**src/design/wsrm_pkg.sv**
```systemverilog
// Shared types, symbol codes and helpers for the wildcard star regex matcher.
// No dependencies; compiled before every other file of the block.

package wsrm_pkg;

   localparam int SYMBOL_W            = 8;
   localparam int PATTERN_MAX_DEFAULT = 32;

   localparam logic [SYMBOL_W-1:0] SYM_STAR = 8'h2A;
   localparam logic [SYMBOL_W-1:0] SYM_DOT  = 8'h2E;

   typedef enum logic [1:0] {
      CMD_CLEAR   = 2'd0,
      CMD_APPEND  = 2'd1,
      CMD_RESTART = 2'd2,
      CMD_TEXT    = 2'd3
   } cmd_type;

   typedef logic [SYMBOL_W-1:0] symbol_type;

   typedef struct packed {
      logic       fire;
      cmd_type    op;
      symbol_type symbol;
      logic       append_here;
      logic       active;
   } cell_ctrl_type;

   typedef struct packed {
      logic       has_prev;
      logic       m_prev;
      symbol_type pat_prev;
      logic       next_prev2;
      logic       e_prev2;
   } cell_nbr_type;

   typedef struct packed {
      symbol_type pat;
      logic       e;
      logic       m;
      logic       text_bit;
      logic       m_in;
   } cell_out_type;

   function automatic logic sym_hits(input symbol_type text_sym, input symbol_type pat_sym);
      return (text_sym == pat_sym) || (pat_sym == SYM_DOT);
   endfunction

endpackage

```
**src/design/wsrm_if.sv**
```systemverilog
// Valid/ready channel interfaces for the request and response sides of the matcher.
// Depends on wsrm_pkg.

interface wsrm_req_if import wsrm_pkg::*; ();
   logic       valid;
   logic       ready;
   cmd_type    command;
   symbol_type symbol;

   modport source (output valid, output command, output symbol, input ready);
   modport sink   (input valid, input command, input symbol, output ready);
endinterface

interface wsrm_rsp_if import wsrm_pkg::*; ();
   logic valid;
   logic ready;
   logic matched;
   logic pattern_overflow;

   modport source (output valid, output matched, output pattern_overflow, input ready);
   modport sink   (input valid, input matched, input pattern_overflow, output ready);
endinterface

```
**src/design/wildcard_star_regex_matcher.sv**
```systemverilog
// Whole-string matcher for '.' and '*' patterns: one result transfer for every request
// transfer, built from a row of wsrm_cell instances. Depends on wsrm_pkg and wsrm_if.
//
// The whole match row is updated at the clock edge that accepts a request, with the star terms
// rippling combinationally along the row of cells, and the result sits in an output register
// while the next request is taken. Clear, append
// (which also restarts the text), restart and text-symbol commands all give one result:
// whether the text so far matches the whole pattern, and whether an append found the
// pattern store full. No clearing pass is needed after reset.

module wildcard_star_regex_matcher import wsrm_pkg::*; #(
   parameter int PATTERN_MAX = PATTERN_MAX_DEFAULT
) (
   input  logic         clock,
   input  logic         reset,
   wsrm_req_if.sink     req_chan,
   wsrm_rsp_if.source   rsp_chan
);

   localparam int CNT_W = $clog2(PATTERN_MAX + 1);

   logic [CNT_W-1:0] count_ff, count_in;
   logic             m0_ff, m0_in;
   logic             rsp_valid_ff, rsp_valid_in;
   logic             matched_ff, matched_in;
   logic             overflow_ff, overflow_in;
   logic             fire;
   logic             full;
   logic [PATTERN_MAX:0] row_in;

   cell_ctrl_type ctrl     [PATTERN_MAX];
   cell_nbr_type  nbr      [PATTERN_MAX];
   cell_out_type  cell_out [PATTERN_MAX];

   assign req_chan.ready = !rsp_valid_ff || rsp_chan.ready;
   assign fire           = req_chan.valid && req_chan.ready;
   assign full           = (count_ff == CNT_W'(PATTERN_MAX));

   for (genvar j = 0; j < PATTERN_MAX; j++) begin : g_cell
      always_comb begin
         ctrl[j].fire        = fire;
         ctrl[j].op          = req_chan.command;
         ctrl[j].symbol      = req_chan.symbol;
         ctrl[j].append_here = (count_ff == CNT_W'(j));
         ctrl[j].active      = (CNT_W'(j) < count_ff);
      end

      if (j == 0) begin : g_first
         always_comb begin
            nbr[j].has_prev   = 1'b0;
            nbr[j].m_prev     = m0_ff;
            nbr[j].pat_prev   = '0;
            nbr[j].next_prev2 = 1'b0;
            nbr[j].e_prev2    = 1'b0;
         end
      end else if (j == 1) begin : g_second
         always_comb begin
            nbr[j].has_prev   = 1'b1;
            nbr[j].m_prev     = cell_out[j-1].m;
            nbr[j].pat_prev   = cell_out[j-1].pat;
            nbr[j].next_prev2 = 1'b0;
            nbr[j].e_prev2    = 1'b1;
         end
      end else begin : g_rest
         always_comb begin
            nbr[j].has_prev   = 1'b1;
            nbr[j].m_prev     = cell_out[j-1].m;
            nbr[j].pat_prev   = cell_out[j-1].pat;
            nbr[j].next_prev2 = cell_out[j-2].text_bit;
            nbr[j].e_prev2    = cell_out[j-2].e;
         end
      end

      wsrm_cell u_cell (
         .clock    (clock),
         .reset    (reset),
         .ctrl     (ctrl[j]),
         .nbr      (nbr[j]),
         .cell_out (cell_out[j])
      );

      assign row_in[j+1] = cell_out[j].m_in;
   end

   always_comb begin
      count_in    = count_ff;
      m0_in       = m0_ff;
      overflow_in = 1'b0;
      if (fire) begin
         unique case (req_chan.command)
            CMD_CLEAR: begin
               count_in = '0;
               m0_in    = 1'b1;
            end
            CMD_APPEND: begin
               if (full) begin
                  overflow_in = 1'b1;
               end else begin
                  count_in = count_ff + CNT_W'(1);
               end
               m0_in = 1'b1;
            end
            CMD_RESTART: begin
               m0_in = 1'b1;
            end
            CMD_TEXT: begin
               m0_in = 1'b0;
            end
            default: begin
               m0_in = m0_ff;
            end
         endcase
      end
   end

   assign row_in[0]  = m0_in;
   assign matched_in = row_in[count_in];

   always_comb begin
      rsp_valid_in = rsp_valid_ff;
      if (fire) begin
         rsp_valid_in = 1'b1;
      end else if (rsp_chan.ready) begin
         rsp_valid_in = 1'b0;
      end
   end

   always_ff @(posedge clock) begin
      if (reset) begin
         count_ff     <= '0;
         m0_ff        <= 1'b1;
         rsp_valid_ff <= 1'b0;
      end else begin
         count_ff     <= count_in;
         m0_ff        <= m0_in;
         rsp_valid_ff <= rsp_valid_in;
      end
   end

   always_ff @(posedge clock) begin
      if (fire) begin
         matched_ff  <= matched_in;
         overflow_ff <= overflow_in;
      end
   end

   assign rsp_chan.valid            = rsp_valid_ff;
   assign rsp_chan.matched          = matched_ff;
   assign rsp_chan.pattern_overflow = overflow_ff;

endmodule

```
**src/design/wsrm_cell.sv**
```systemverilog
// One pattern position of the matcher: holds the pattern byte, the empty-text bit
// and the current match bit for that position. Depends on wsrm_pkg.

module wsrm_cell import wsrm_pkg::*; (
   input  logic          clock,
   input  logic          reset,
   input  cell_ctrl_type ctrl,
   input  cell_nbr_type  nbr,
   output cell_out_type  cell_out
);

   symbol_type pat_ff, pat_in;
   logic       e_ff, e_in;
   logic       m_ff, m_in;
   logic       text_bit;
   logic       is_star;

   assign is_star = (pat_ff == SYM_STAR);

   always_comb begin
      if (!ctrl.active) begin
         text_bit = 1'b0;
      end else if (is_star) begin
         text_bit = nbr.has_prev &&
                    (nbr.next_prev2 || (sym_hits(ctrl.symbol, nbr.pat_prev) && m_ff));
      end else begin
         text_bit = sym_hits(ctrl.symbol, pat_ff) && nbr.m_prev;
      end
   end

   always_comb begin
      pat_in = pat_ff;
      e_in   = e_ff;
      m_in   = m_ff;
      if (ctrl.fire) begin
         unique case (ctrl.op)
            CMD_CLEAR: begin
               e_in = 1'b0;
               m_in = 1'b0;
            end
            CMD_APPEND: begin
               if (ctrl.append_here) begin
                  pat_in = ctrl.symbol;
                  e_in   = (ctrl.symbol == SYM_STAR) && nbr.has_prev && nbr.e_prev2;
               end
               m_in = e_in;
            end
            CMD_RESTART: begin
               m_in = e_ff;
            end
            CMD_TEXT: begin
               m_in = text_bit;
            end
            default: begin
               m_in = m_ff;
            end
         endcase
      end
   end

   always_ff @(posedge clock) begin
      pat_ff <= pat_in;
      if (reset) begin
         e_ff <= 1'b0;
         m_ff <= 1'b0;
      end else begin
         e_ff <= e_in;
         m_ff <= m_in;
      end
   end

   assign cell_out.pat      = pat_ff;
   assign cell_out.e        = e_ff;
   assign cell_out.m        = m_ff;
   assign cell_out.text_bit = text_bit;
   assign cell_out.m_in     = m_in;

endmodule

```
**src/flat_wrapper.sv**
```systemverilog
// flat-port wrapper written by rule: the top's interface ports become plain ports
module wildcard_star_regex_matcher_flat import wsrm_pkg::*;
#(
   parameter int PATTERN_MAX = PATTERN_MAX_DEFAULT
)
  (clock, reset, req_chan_valid, req_chan_command, req_chan_symbol, req_chan_ready, rsp_chan_valid, rsp_chan_matched, rsp_chan_pattern_overflow, rsp_chan_ready);
  wsrm_req_if req_chan_i ();
  wsrm_rsp_if rsp_chan_i ();
  input  logic clock;
  input  logic reset;
  input wire logic [$bits(req_chan_i.valid)-1:0] req_chan_valid;
  input wire logic [$bits(req_chan_i.command)-1:0] req_chan_command;
  input wire logic [$bits(req_chan_i.symbol)-1:0] req_chan_symbol;
  output wire logic [$bits(req_chan_i.ready)-1:0] req_chan_ready;
  output wire logic [$bits(rsp_chan_i.valid)-1:0] rsp_chan_valid;
  output wire logic [$bits(rsp_chan_i.matched)-1:0] rsp_chan_matched;
  output wire logic [$bits(rsp_chan_i.pattern_overflow)-1:0] rsp_chan_pattern_overflow;
  input wire logic [$bits(rsp_chan_i.ready)-1:0] rsp_chan_ready;
  assign req_chan_i.valid = req_chan_valid;
  assign req_chan_i.command = req_chan_command;
  assign req_chan_i.symbol = req_chan_symbol;
  assign req_chan_ready = req_chan_i.ready;
  assign rsp_chan_valid = rsp_chan_i.valid;
  assign rsp_chan_matched = rsp_chan_i.matched;
  assign rsp_chan_pattern_overflow = rsp_chan_i.pattern_overflow;
  assign rsp_chan_i.ready = rsp_chan_ready;
  wildcard_star_regex_matcher #(.PATTERN_MAX(PATTERN_MAX)) u_core (.clock(clock), .reset(reset), .req_chan(req_chan_i), .rsp_chan(rsp_chan_i));
endmodule
```
**config.mk**
```make
export PLATFORM = sky130hd
export DESIGN_NAME = wildcard_star_regex_matcher_flat
export DESIGN_NICKNAME = d
export VERILOG_FILES = /design/src/design/wsrm_pkg.sv /design/src/design/wsrm_if.sv /design/src/design/wildcard_star_regex_matcher.sv /design/src/design/wsrm_cell.sv /design/src/flat_wrapper.sv
export SDC_FILE = /design/constraint.sdc
export NUM_CORES = 1
export LEC_CHECK = 0
export CAP_MARGIN = 20
export CORE_MARGIN = 2
export CORE_UTILIZATION = 30
export DETAILED_ROUTE_END_ITERATION = 8
export DONT_BUFFER_PORTS = 1
export SLEW_MARGIN = 40
export SYNTH_ARGS = -nofsm -noshare
export SYNTH_HDL_FRONTEND = slang
export SYNTH_HIERARCHICAL = 1
export SYNTH_SLANG_ARGS = --single-unit
export TNS_END_PERCENT = 20
```
**constraint.sdc**
```tcl
create_clock -name clock -period 19.9 [get_ports clock]
set_clock_uncertainty 0.1 [all_clocks]
set_input_delay 2.985 -clock clock [delete_from_list [all_inputs] [get_ports clock]]
set_output_delay 2.985 -clock clock [all_outputs]
set_load 0.005 [all_outputs]
```
==> metrics.md, run 1 <==
| Metric | Value |
|---|---|
| CTS root buffer | `clkbuf_16` |
| Setup TNS | `0 ns` |
| Vias in the first global route | `about 20000` |
| CP Buf/Inv Count | `0` |
| Largest net degree at the start of global routing | `roughly 200` |
| Slew margin rel. | `0.417` |
| Highest clock rate | `between 0.07 and 0.08 GHz` |
| PD cells | `just under 60 nW/um2` |
| Area grow syn2layout | `8.76%` |
| Max H-tree Level | `2` |
| R2r setup slk | `7.74 ns` |
| Reg2Reg Launch Point | `u_core/count_ff[5]$_SDFF_PP0_` |
| Worst setup EP type | `flop` |
| Initial antenna violation count | `1` |
| Clock sinks | `330` |
| I/O Pins | `18` |
| Clk slew on worst S/H paths | `~0.06 ns` |
| Hold path cells | `2` |
| Total gr overflow | `0` |
| Unrepaired setup endpoints after global routing | `no` |
| # fillers | `between 8000 and 9000` |
| Setup bufs post-CTS | `0` |
| Diodes inserted | `0` |
| Post-Syn Area per Cell | `a little under 10 um2` |
| Final HPWL DP | `approximately 40000 um` |
| Commonest cells after routing, fill and taps aside | `258 x edfxtp_1, 256 x xnor2_1, 256 x xor2_1` |
| WL/cell | `about 18 um` |
| Die height | `approximately 300 um` |
| Worst skew pair latency | `~0.59 ns` |
| Largest stage delay, worst path | `~0.45 ns` |
| Drt first pass iters | `5` |
| Area of the multi-input gates | `between 15000 and 20000 um2` |
| Longest Clk Path Bufs | `3` |
| PostCTS Resize Cnt | `0` |
| Inserted Clock Buffers | `43` |
| Gr usage total | `0.152` |
| Crit path max-delay family | `simple AND/OR/NAND/NOR gates` |
| Starting Density | `0.303` |
| CTS tree | `built` |
| Routed Antenna Nets | `0` |
| Cell row count | `around 110` |
| Yosys warnings | `6` |
| Number of DRC markers in iteration 0 | `approximately 1400` |
| WP data required | `just over 20 ns` |
| GPL Wtd Cong | `between 0.7 and 0.8` |
| Most common cell after layout, fill and taps aside | `edfxtp_1` |
| Status | `completed` |
| Min-Delay Path Class | `flop to flop` |
| Crit-path max FO | `128` |
| Synth Instances | `about 2600` |
| Global-route wire length before repair | `approximately 110000 um` |
| Fin crit share | `0.662` |
| Max-cap viol count | `0` |
| Die ar. | `a little under 90000 um2` |
| Worst slew pin tran | `about 0.87 ns` |
| Hold_sp | `u_core/g_cell[0].u_cell/e_ff$_SDFFE_PP0P_` |
| Vias per cell | `about 5.3` |
| Mapped Area | `25800 um2` |
| Worst setup margin | `just under 7 ns` |
| Die Wd | `297 um` |
| Post-layout minimum cycle time | `13.17 ns` |
| Place WS | `6.34 ns` |
| R2r endpoint | `u_core/rsp_chan.matched$_DFFE_PN_` |
| Max VDD drop | `~0.000063 V` |
| Port buffer count | `0` |
| Sink of the worst hold path | `u_core/g_cell[0].u_cell/e_ff$_SDFFE_PP0P_` |
| Total core area | `85100 um2` |
| Leak pwr | `approximately 9.1 nW` |
| Hold Fails Final Rpt | `0` |
| Crit path DAT | `roughly 13 ns` |
| Vias post-DR | `20100` |
| Slowest-stage cell, CP | `a2111o_1` |
| # setup viols final | `0` |
| Drt drc | `0` |
| Share of cells above drive strength 1 | `0.0961` |
| Fin nets | `between 2000 and 3000` |
| Slew Limit Fails | `0` |
| CP Launch Type | `input port` |
| Setup CP Type | `input port to flop` |
| Depth of the most critical reg-to-reg path | `58` |
| # hold bufs at CTS | `0` |
| Final Routed Wirelength | `around 69000 um` |
| Register area | `9190 um2` |
how the worst max path moves through the flow:
stage                       startpoint  cells past startpoint  slack, ns                                end
floorplan           req_chan_symbol[5]                     69       5.60  u_core/rsp_chan.matched$_DFFE_PN_
global placement    req_chan_symbol[5]                     53       6.53  u_core/rsp_chan.matched$_DFFE_PN_
detailed placement  req_chan_symbol[5]                     53       6.34  u_core/rsp_chan.matched$_DFFE_PN_
CTS                 req_chan_symbol[5]                     53       6.93  u_core/rsp_chan.matched$_DFFE_PN_
global route        req_chan_symbol[5]                     53       6.24  u_core/rsp_chan.matched$_DFFE_PN_
finish              req_chan_symbol[5]                     53       6.73  u_core/rsp_chan.matched$_DFFE_PN_
metal layers:
layer | vias up | global-route usage | wire (um)
met3 | 100 | 0.0194 | 3210
met4 | 2 | 0.0446 | 1520
met1 | 9838 | 0.203 | 31800
met2 | 483 | 0.257 | 32900
met5 | - | 0 | 13
li1 | 9648 | - | -
power by group:
part	switching [mW]	internal, mW	total (mW)	leakage [nW]
clock	0.311	0.480	0.791	0.701
sequential	0.00477	0.748	0.752	2.91
combinational	0.0602	0.0666	0.127	5.54
registers in the layout, summed over array words and instances (netlist names):
name                              count
u_core/count_ff                       6
u_core/g_cell.u_cell/pat_ff         256
u_core/g_cell.u_cell/m_ff            32
u_core/g_cell.u_cell/e_ff            32
u_core/rsp_chan.matched               1
u_core/rsp_chan.valid                 1
u_core/m0_ff                          1
u_core/rsp_chan.pattern_overflow      1
worst register-to-register path, delay by kind of cell (launching register included):
family / cells / cell delay (ns)
buf+inv: 3 / 0.66
flops: 1 / 0.49
simple gates: 52 / 10.15
compound gates: 3 / 0.51
metrics by stage:
| step | instance area (um2) | hold slack [ns] | utilization | total power [mW] | instances |
|---|---|---|---|---|---|
| CTS | 28000 | 0.396 | 0.329 | 1.69 | 3777 |
| detailed placement | 26600 | 0.388 | 0.312 | 0.892 | 3698 |
| finish | 28000 | 0.398 | 0.329 | 1.67 | 3777 |
| global placement | 26600 | 0.380 | 0.312 | 0.891 | 3698 |
| global route | 28000 | 0.427 | 0.329 | 1.73 | 3777 |
| floorplan | 26100 | 0.357 | - | 0.885 | 2683 |
layout make-up:
class | instances | area share
Multi-Input combinational cell | 2177 | 0.563
Clock inverter | 20 | 0.00768
Clock buffer | 59 | 0.0435
Timing Repair Buffer | 5 | 0.00134
Inverter | 42 | 0.00563
Sequential cell | 330 | 0.328
Tap cell | 1144 | 0.0511
(Power assumes the default switching activity.)
==> run 2, diff against run 1 <==
--- a/config.mk
+++ b/config.mk
@@ -5,6 +5,7 @@
 export SDC_FILE = /design/constraint.sdc
 export NUM_CORES = 1
 export LEC_CHECK = 0
+export ABC_AREA = 1
 export CAP_MARGIN = 20
 export CORE_MARGIN = 2
 export CORE_UTILIZATION = 30
==> constraint.sdc (replaced) <==
create_clock -name clock -period 12.2 [get_ports clock]
set_clock_uncertainty 0.1 [all_clocks]
set_input_delay 1.83 -clock clock [delete_from_list [all_inputs] [get_ports clock]]
set_output_delay 1.83 -clock clock [all_outputs]
set_load 0.005 [all_outputs]
==> metrics.md, run 2 <==
| Metric | Value |
|---|---|
| Hold path cells | `2 (unchanged)` |
| Biggest regs | `u_core/g_cell.u_cell/pat_ff: 256 flops, u_core/g_cell.u_cell/e_ff: 32 flops, u_core/g_cell.u_cell/m_ff: 32 flops (unchanged)` |
| Worst skew pair latency | `0.58 ns (was 0.59 ns)` |
| Max H-tree Level | `2 (unchanged)` |
| Final Routed Wirelength | `71400 um (was 69400 um)` |
| Max-cap viol count | `0 (unchanged)` |
| Slew Limit Fails | `0 (unchanged)` |
| PostCTS Resize Cnt | `0 (unchanged)` |
| Internal power | `2.04 mW (was 1.29 mW)` |
| Vias post-DR | `23300 (was 20100)` |
| Worst setup margin | `4.01 ns (was 6.73 ns)` |
| Crit path DAT | `8.43 ns (was 13.40 ns)` |
| Comb pwr share | `0.078 (was 0.076)` |
| Die height | `301 um (was 297 um)` |
| Synth Instances | `3829 (was 2599)` |
| Drt drc | `0 (unchanged)` |
| Most common cell after layout, fill and taps aside | `nand2_1 (was edfxtp_1)` |
| Final Non-Filler Cells | `5047 (was 3777)` |
| Cell row count | `108 (was 107)` |
| # setup viols final | `0 (unchanged)` |
| Final Util | `0.331 (was 0.329)` |
| CTS root buffer | `clkbuf_16 (unchanged)` |
| Pwr Total | `2.69 mW (was 1.67 mW)` |
| Starting Density | `0.304 (was 0.303)` |
| Final HPWL DP | `44500 um (was 40600 um)` |
| Die Wd | `301 um (was 297 um)` |
| Drt first pass iters | `6 (was 5)` |
| Highest clock rate | `0.122 GHz` |
| Largest net degree at the start of global routing | `161 (was 201)` |
| Fin crit share | `0.671` |
| Place WS | `3.96 ns (was 6.34 ns)` |
| Status | `completed (unchanged)` |
| Share of cells above drive strength 1 | `0.0886 (was 0.0961)` |
| CP Launch Type | `flop (was input port)` |
| Setup TNS | `0 ns (unchanged)` |
| Port buffer count | `0 (unchanged)` |
| Worst slew pin tran | `0.828 ns (was 0.871 ns)` |
| Initial antenna violation count | `0 (was 1)` |
| Worst setup EP type | `flop (unchanged)` |
| Crit-path max FO | `12 (was 128)` |
| Clock share of power | `0.468 (was 0.474)` |
| Leak pwr | `12.6 nW (was 9.15 nW)` |
| Setup bufs post-CTS | `0 (unchanged)` |
| Cell mode on critical path | `nand2_1` |
| Number of DRC markers in iteration 0 | `1715 (was 1438)` |
| Mapped Area | `26500 um2 (was 25800 um2)` |
| Sw frac | `0.241 (was 0.225)` |
| Largest stage delay, worst path | `0.63 ns (was 0.45 ns)` |
| Global-route wire length before repair | `115000 um (was 111000 um)` |
| Longest Clk Path Bufs | `3 (unchanged)` |
| Fin nets | `3877 (was 2617)` |
| WL/cell | `14.1 um (was 18.4 um)` |
| Min-Delay Path Class | `flop to flop (unchanged)` |
| Die ar. | `90600 um2 (was 88300 um2)` |
| # fillers | `9250 (was 8718)` |
| Hold Slack | `0.379 ns (was 0.398 ns)` |
| I/O Pins | `18 (unchanged)` |
| Area of the multi-input gates | `14100 um2 (was 15800 um2)` |
| Reg power frac | `0.454 (was 0.450)` |
| Register area | `9190 um2 (unchanged)` |
| Post-Syn Area per Cell | `6.91 um2 (was 9.91 um2)` |
| Total core area | `87200 um2 (was 85100 um2)` |
| Vias per cell | `4.62 (was 5.31)` |
| Yosys warnings | `6 (unchanged)` |
| Placed insts | `4971 (was 3698)` |
| Diodes inserted | `0 (unchanged)` |
| Hold Fails Final Rpt | `0 (unchanged)` |
| Clock sinks | `330 (unchanged)` |
| GPL Wtd Cong | `0.865 (was 0.788)` |
| Total gr overflow | `0 (unchanged)` |
| WP data required | `12.44 ns (was 20.13 ns)` |
| Unrepaired setup endpoints after global routing | `no (unchanged)` |
| Vias in the first global route | `22100 (was 19700)` |
| Gr usage total | `0.155 (was 0.152)` |
| Depth of the most critical reg-to-reg path | `112 (was 58)` |
| Routed Antenna Nets | `0 (unchanged)` |
| CTS tree | `built (unchanged)` |
| Inserted Clock Buffers | `41 (was 43)` |
| Area grow syn2layout | `9.05% (was 8.76%)` |
| Design Area, Final | `28900 um2 (was 28000 um2)` |
| Clk slew on worst S/H paths | `0.06 ns (about the same)` |
| Placed cell area | `27500 um2 (was 26600 um2)` |
| PD cells | `93.3 nW/um2 (was 59.6 nW/um2)` |
| Max reg flops | `256 (unchanged)` |
| Commonest cells after routing, fill and taps aside | `1293 x nand2_1, 559 x inv_1, 295 x nor2_1 (was 258 x edfxtp_1, 256 x xnor2_1, 256 x xor2_1)` |
| Max VDD drop | `0.0000837 V (was 0.0000630 V)` |
| Slowest-stage cell, CP | `nor2_1 (was a2111o_1)` |
| NetSw | `0.650 mW (was 0.376 mW)` |
| # hold bufs at CTS | `0 (unchanged)` |
| Largest Register | `u_core/g_cell.u_cell/pat_ff (unchanged)` |
| Post-layout minimum cycle time | `approximately 8 ns` |
| Setup CP Type | `flop to flop (was input port to flop)` |
| Slew margin rel. | `0.444 (was 0.417)` |
run 2: final timing paths:
kind,startpoint,end,slack (ns)
max,u_core/count_ff[5]$_SDFF_PP0_,u_core/rsp_chan.matched$_DFFE_PN_,4.01
min,u_core/g_cell[30].u_cell/e_ff$_SDFFE_PP0P_,u_core/g_cell[30].u_cell/e_ff$_SDFFE_PP0P_,0.38
max reg2reg,u_core/count_ff[5]$_SDFF_PP0_,u_core/rsp_chan.matched$_DFFE_PN_,4.01
min reg2reg,u_core/g_cell[30].u_cell/e_ff$_SDFFE_PP0P_,u_core/g_cell[30].u_cell/e_ff$_SDFFE_PP0P_,0.38
run 2: power groups by stage:
stage | combinational (mW) | clock, mW | sequential, mW
2_1_floorplan | 0.183 | 0 | 1.24
3_3_place_gp | 0.205 | 0 | 1.25
3_5_place_dp | 0.207 | 0 | 1.25
4_1_cts | 0.209 | 1.29 | 1.22
5_1_grt | 0.240 | 1.33 | 1.22
6_report | 0.210 | 1.26 | 1.22
run 2: metal layers:
metal | GRT usage | vias to the layer above | wire [um]
met3 | 0.0179 | 100 | 3660
met4 | 0.0422 | 0 | 1340
li1 | - | 12000 | -
met1 | 0.209 | 10700 | 33600
met5 | 0 | - | 0
met2 | 0.261 | 541 | 32800
run 2: area by class of cell:
type / count / area share
Timing Repair Buffer: 33 / 0.00858
Tap cell: 1155 / 0.0501
Sequential cell: 330 / 0.318
Inverter: 662 / 0.0863
Clock inverter: 22 / 0.00720
Multi-Input combinational cell: 2791 / 0.490
Clock buffer: 54 / 0.0398
run 2: critical path: cells and delay by family (launching register included):
kind	cells	cell delay (ns)
buf+inv	33	1.87
compound gates	2	0.15
flops	1	0.42
simple gates	77	5.42
==> run 3, diff against run 2 <==
--- a/config.mk
+++ b/config.mk
@@ -5,7 +5,7 @@
 export SDC_FILE = /design/constraint.sdc
 export NUM_CORES = 1
 export LEC_CHECK = 0
-export ABC_AREA = 1
+export ABC_AREA = 0
 export CAP_MARGIN = 20
 export CORE_MARGIN = 2
 export CORE_UTILIZATION = 30
==> constraint.sdc (replaced) <==
create_clock -name clock -period 7.35 [get_ports clock]
set_clock_uncertainty 0.1 [all_clocks]
set_input_delay 1.1025 -clock clock [delete_from_list [all_inputs] [get_ports clock]]
set_output_delay 1.1025 -clock clock [all_outputs]
set_load 0.005 [all_outputs]
==> metrics.md, run 3 (synthesis results as in run 1) <==
| Metric | Value |
|---|---|
| Crit path max-delay family | `simple AND/OR/NAND/NOR gates (unchanged)` |
| Total core area | `85100 um2 (was 87200 um2)` |
| Inserted Clock Buffers | `39 (was 41)` |
| Port buffer count | `0 (unchanged)` |
| Worst skew pair latency | `0.58 ns (about the same)` |
| Worst slew pin tran | `0.837 ns (was 0.828 ns)` |
| I/O Pins | `18 (unchanged)` |
| WP data required | `7.58 ns (was 12.44 ns)` |
| Gr usage total | `0.153 (was 0.155)` |
| Worst setup margin | `-3.69 ns (was 4.01 ns)` |
| Longest Clk Path Bufs | `3 (unchanged)` |
| Number of DRC markers in iteration 0 | `1624 (was 1715)` |
| Hold_sp | `u_core/g_cell[30].u_cell/e_ff$_SDFFE_PP0P_ (unchanged)` |
| Drt first pass iters | `5 (was 6)` |
| Stages on worst setup path | `52 (was 112)` |
| Final Routed Wirelength | `70600 um (was 71400 um)` |
| Die Wd | `297 um (was 301 um)` |
| Depth of the most critical reg-to-reg path | `53 (was 112)` |
| Drt drc | `0 (unchanged)` |
| Final Non-Filler Cells | `4007 (was 5047)` |
| Max-cap viol count | `0 (unchanged)` |
| Routed Antenna Nets | `0 (unchanged)` |
| WL/cell | `17.6 um (was 14.1 um)` |
| Diodes inserted | `0 (unchanged)` |
| Biggest regs | `u_core/g_cell.u_cell/pat_ff: 256 flops, u_core/g_cell.u_cell/e_ff: 32 flops, u_core/g_cell.u_cell/m_ff: 32 flops (unchanged)` |
| Min-Delay Path Class | `flop to flop (unchanged)` |
| Clock sinks | `330 (unchanged)` |
| Vias per cell | `5.20 (was 4.62)` |
| GPL Wtd Cong | `0.805 (was 0.865)` |
| Max reg flops | `256 (unchanged)` |
| Initial antenna violation count | `0 (unchanged)` |
| Fin crit share | `1.50` |
| Worst setup EP type | `flop (unchanged)` |
| CP Launch Type | `input port (was flop)` |
| Design Area, Final | `29900 um2 (was 28900 um2)` |
| Slew margin rel. | `0.438 (was 0.444)` |
| Failing checks | `negative setup slack` |
| Largest stage delay, worst path | `0.41 ns (was 0.63 ns)` |
| Leak pwr | `10.3 nW (was 12.6 nW)` |
| Worst setup path endpoint | `u_core/rsp_chan.matched$_DFFE_PN_ (unchanged)` |
| Largest Register | `u_core/g_cell.u_cell/pat_ff (unchanged)` |
| Highest clock rate | `slightly above 0.09 GHz` |
| Placed insts | `3911 (was 4971)` |
| Die height | `297 um (was 301 um)` |
| Hold Fails Final Rpt | `0 (unchanged)` |
| Clk slew on worst S/H paths | `0.06 ns (about the same)` |
| Global-route wire length before repair | `112000 um (was 115000 um)` |
| Max VDD drop | `0.000125 V (was 0.0000837 V)` |
| Total gr overflow | `0 (unchanged)` |
| Fin nets | `2850 (was 3877)` |
| Setup CP Type | `input port to flop (was flop to flop)` |
| Max H-tree Level | `2 (unchanged)` |
| # hold bufs at CTS | `0 (unchanged)` |
| Post-layout minimum cycle time | `~11 ns` |
| Status | `finished, violations left (was completed)` |
| R2r endpoint | `u_core/rsp_chan.matched$_DFFE_PN_ (unchanged)` |
| Reg2Reg Launch Point | `u_core/g_cell[0].u_cell/pat_ff[0]$_DFFE_PP_ (was u_core/count_ff[5]$_SDFF_PP0_)` |
| Cell row count | `107 (was 108)` |
| CTS root buffer | `clkbuf_16 (unchanged)` |
| Vias in the first global route | `20400 (was 22100)` |
| R2r setup slk | `-3.56 ns (was 4.01 ns)` |
| Crit path DAT | `11.26 ns (was 8.43 ns)` |
| CTS tree | `built (unchanged)` |
| Crit-path max FO | `128 (was 12)` |
| Placed cell area | `28200 um2 (was 27500 um2)` |
| Starting Density | `0.303 (was 0.304)` |
| Area grow syn2layout | `16.1% (was 9.05%)` |
| Slowest-stage cell, CP | `a2111o_1 (was nor2_1)` |
| Share of cells above drive strength 1 | `0.189 (was 0.0886)` |
| Cell mode on critical path | `nand4_1 (was nand2_1)` |
| # setup viols final | `13 (was 0)` |
| Worst Setup SP | `req_chan_symbol[7] (was u_core/count_ff[5]$_SDFF_PP0_)` |
| Unrepaired setup endpoints after global routing | `yes (was no)` |
| Commonest cells after routing, fill and taps aside | `258 x edfxtp_1, 256 x xnor2_1, 252 x xor2_1 (was 1293 x nand2_1, 559 x inv_1, 295 x nor2_1)` |
| Vias post-DR | `20800 (was 23300)` |
| Most common cell after layout, fill and taps aside | `edfxtp_1 (was nand2_1)` |
| Slew Limit Fails | `0 (unchanged)` |
| Die ar. | `88300 um2 (was 90600 um2)` |
| Largest net degree at the start of global routing | `201 (was 161)` |
| CP Buf/Inv Count | `0 (was 33)` |
| PD cells | `145 nW/um2 (was 93.3 nW/um2)` |
| Final HPWL DP | `41700 um (was 44500 um)` |
-- run 3: tightest hold or removal path: cells and delay by family, from the launching register on --
family         cells  cell delay (ns)
AO/OA/AOI/OAI      2             0.13
flip-flops         1             0.32
-- run 3: worst min path at each step --
stage	depth (start not counted)	end
6_report	2	u_core/g_cell[30].u_cell/e_ff$_SDFFE_PP0P_
3_5_place_dp	2	u_core/g_cell[31].u_cell/e_ff$_SDFFE_PP0P_
5_1_grt	2	u_core/g_cell[3].u_cell/e_ff$_SDFFE_PP0P_
4_1_cts	2	u_core/g_cell[31].u_cell/e_ff$_SDFFE_PP0P_
2_1_floorplan	2	u_core/g_cell[30].u_cell/e_ff$_SDFFE_PP0P_
3_3_place_gp	2	u_core/g_cell[31].u_cell/e_ff$_SDFFE_PP0P_
-- run 3: repair_timing --
action                     4_1_cts  5_1_grt
setup buffers                    4       19
setup endpoints to repair       13       13
pin swaps                       30       46
resized for setup               20       48
hold endpoints to repair         0        0
-- run 3: through the flow --
step / util / setup TNS (ns) / worst slack, ns / total power, mW / hold WS, ns
global placement: 0.331 / -28.65 / -4.48 / 2.41 / 0.381
detailed placement: 0.331 / -31.05 / -4.70 / 2.42 / 0.387
floorplan: - / -34.73 / -4.98 / 2.40 / 0.357
global route: 0.351 / -23.72 / -3.96 / 4.49 / 0.415
finish: 0.351 / -21.49 / -3.69 / 4.34 / 0.401
CTS: 0.347 / -20.60 / -3.69 / 4.38 / 0.395
-- run 3: power by group --
part	leakage, nW	total (mW)	switching (mW)	internal, mW
sequential	2.91	2.03	0.00993	2.02
combinational	6.77	0.357	0.167	0.190
clock	0.604	1.95	0.823	1.13
-- run 3: metal layers --
layer	wire length, um	up-vias	track usage
li1	-	10100	-
met1	32900	10100	0.207
met2	32500	525	0.253
met3	3710	101	0.0222
met4	1530	0	0.0451
met5	0	-	0
-- run 3: final cells by class --
cell class	instances	area, um2
Clock buffer	57	1110
Clock inverter	15	141
Fill cell	8577	55200
Inverter	42	158
Multi-Input combinational cell	2177	16000
Sequential cell	330	9190
Tap cell	1144	1430
Timing Repair Buffer	242	1830
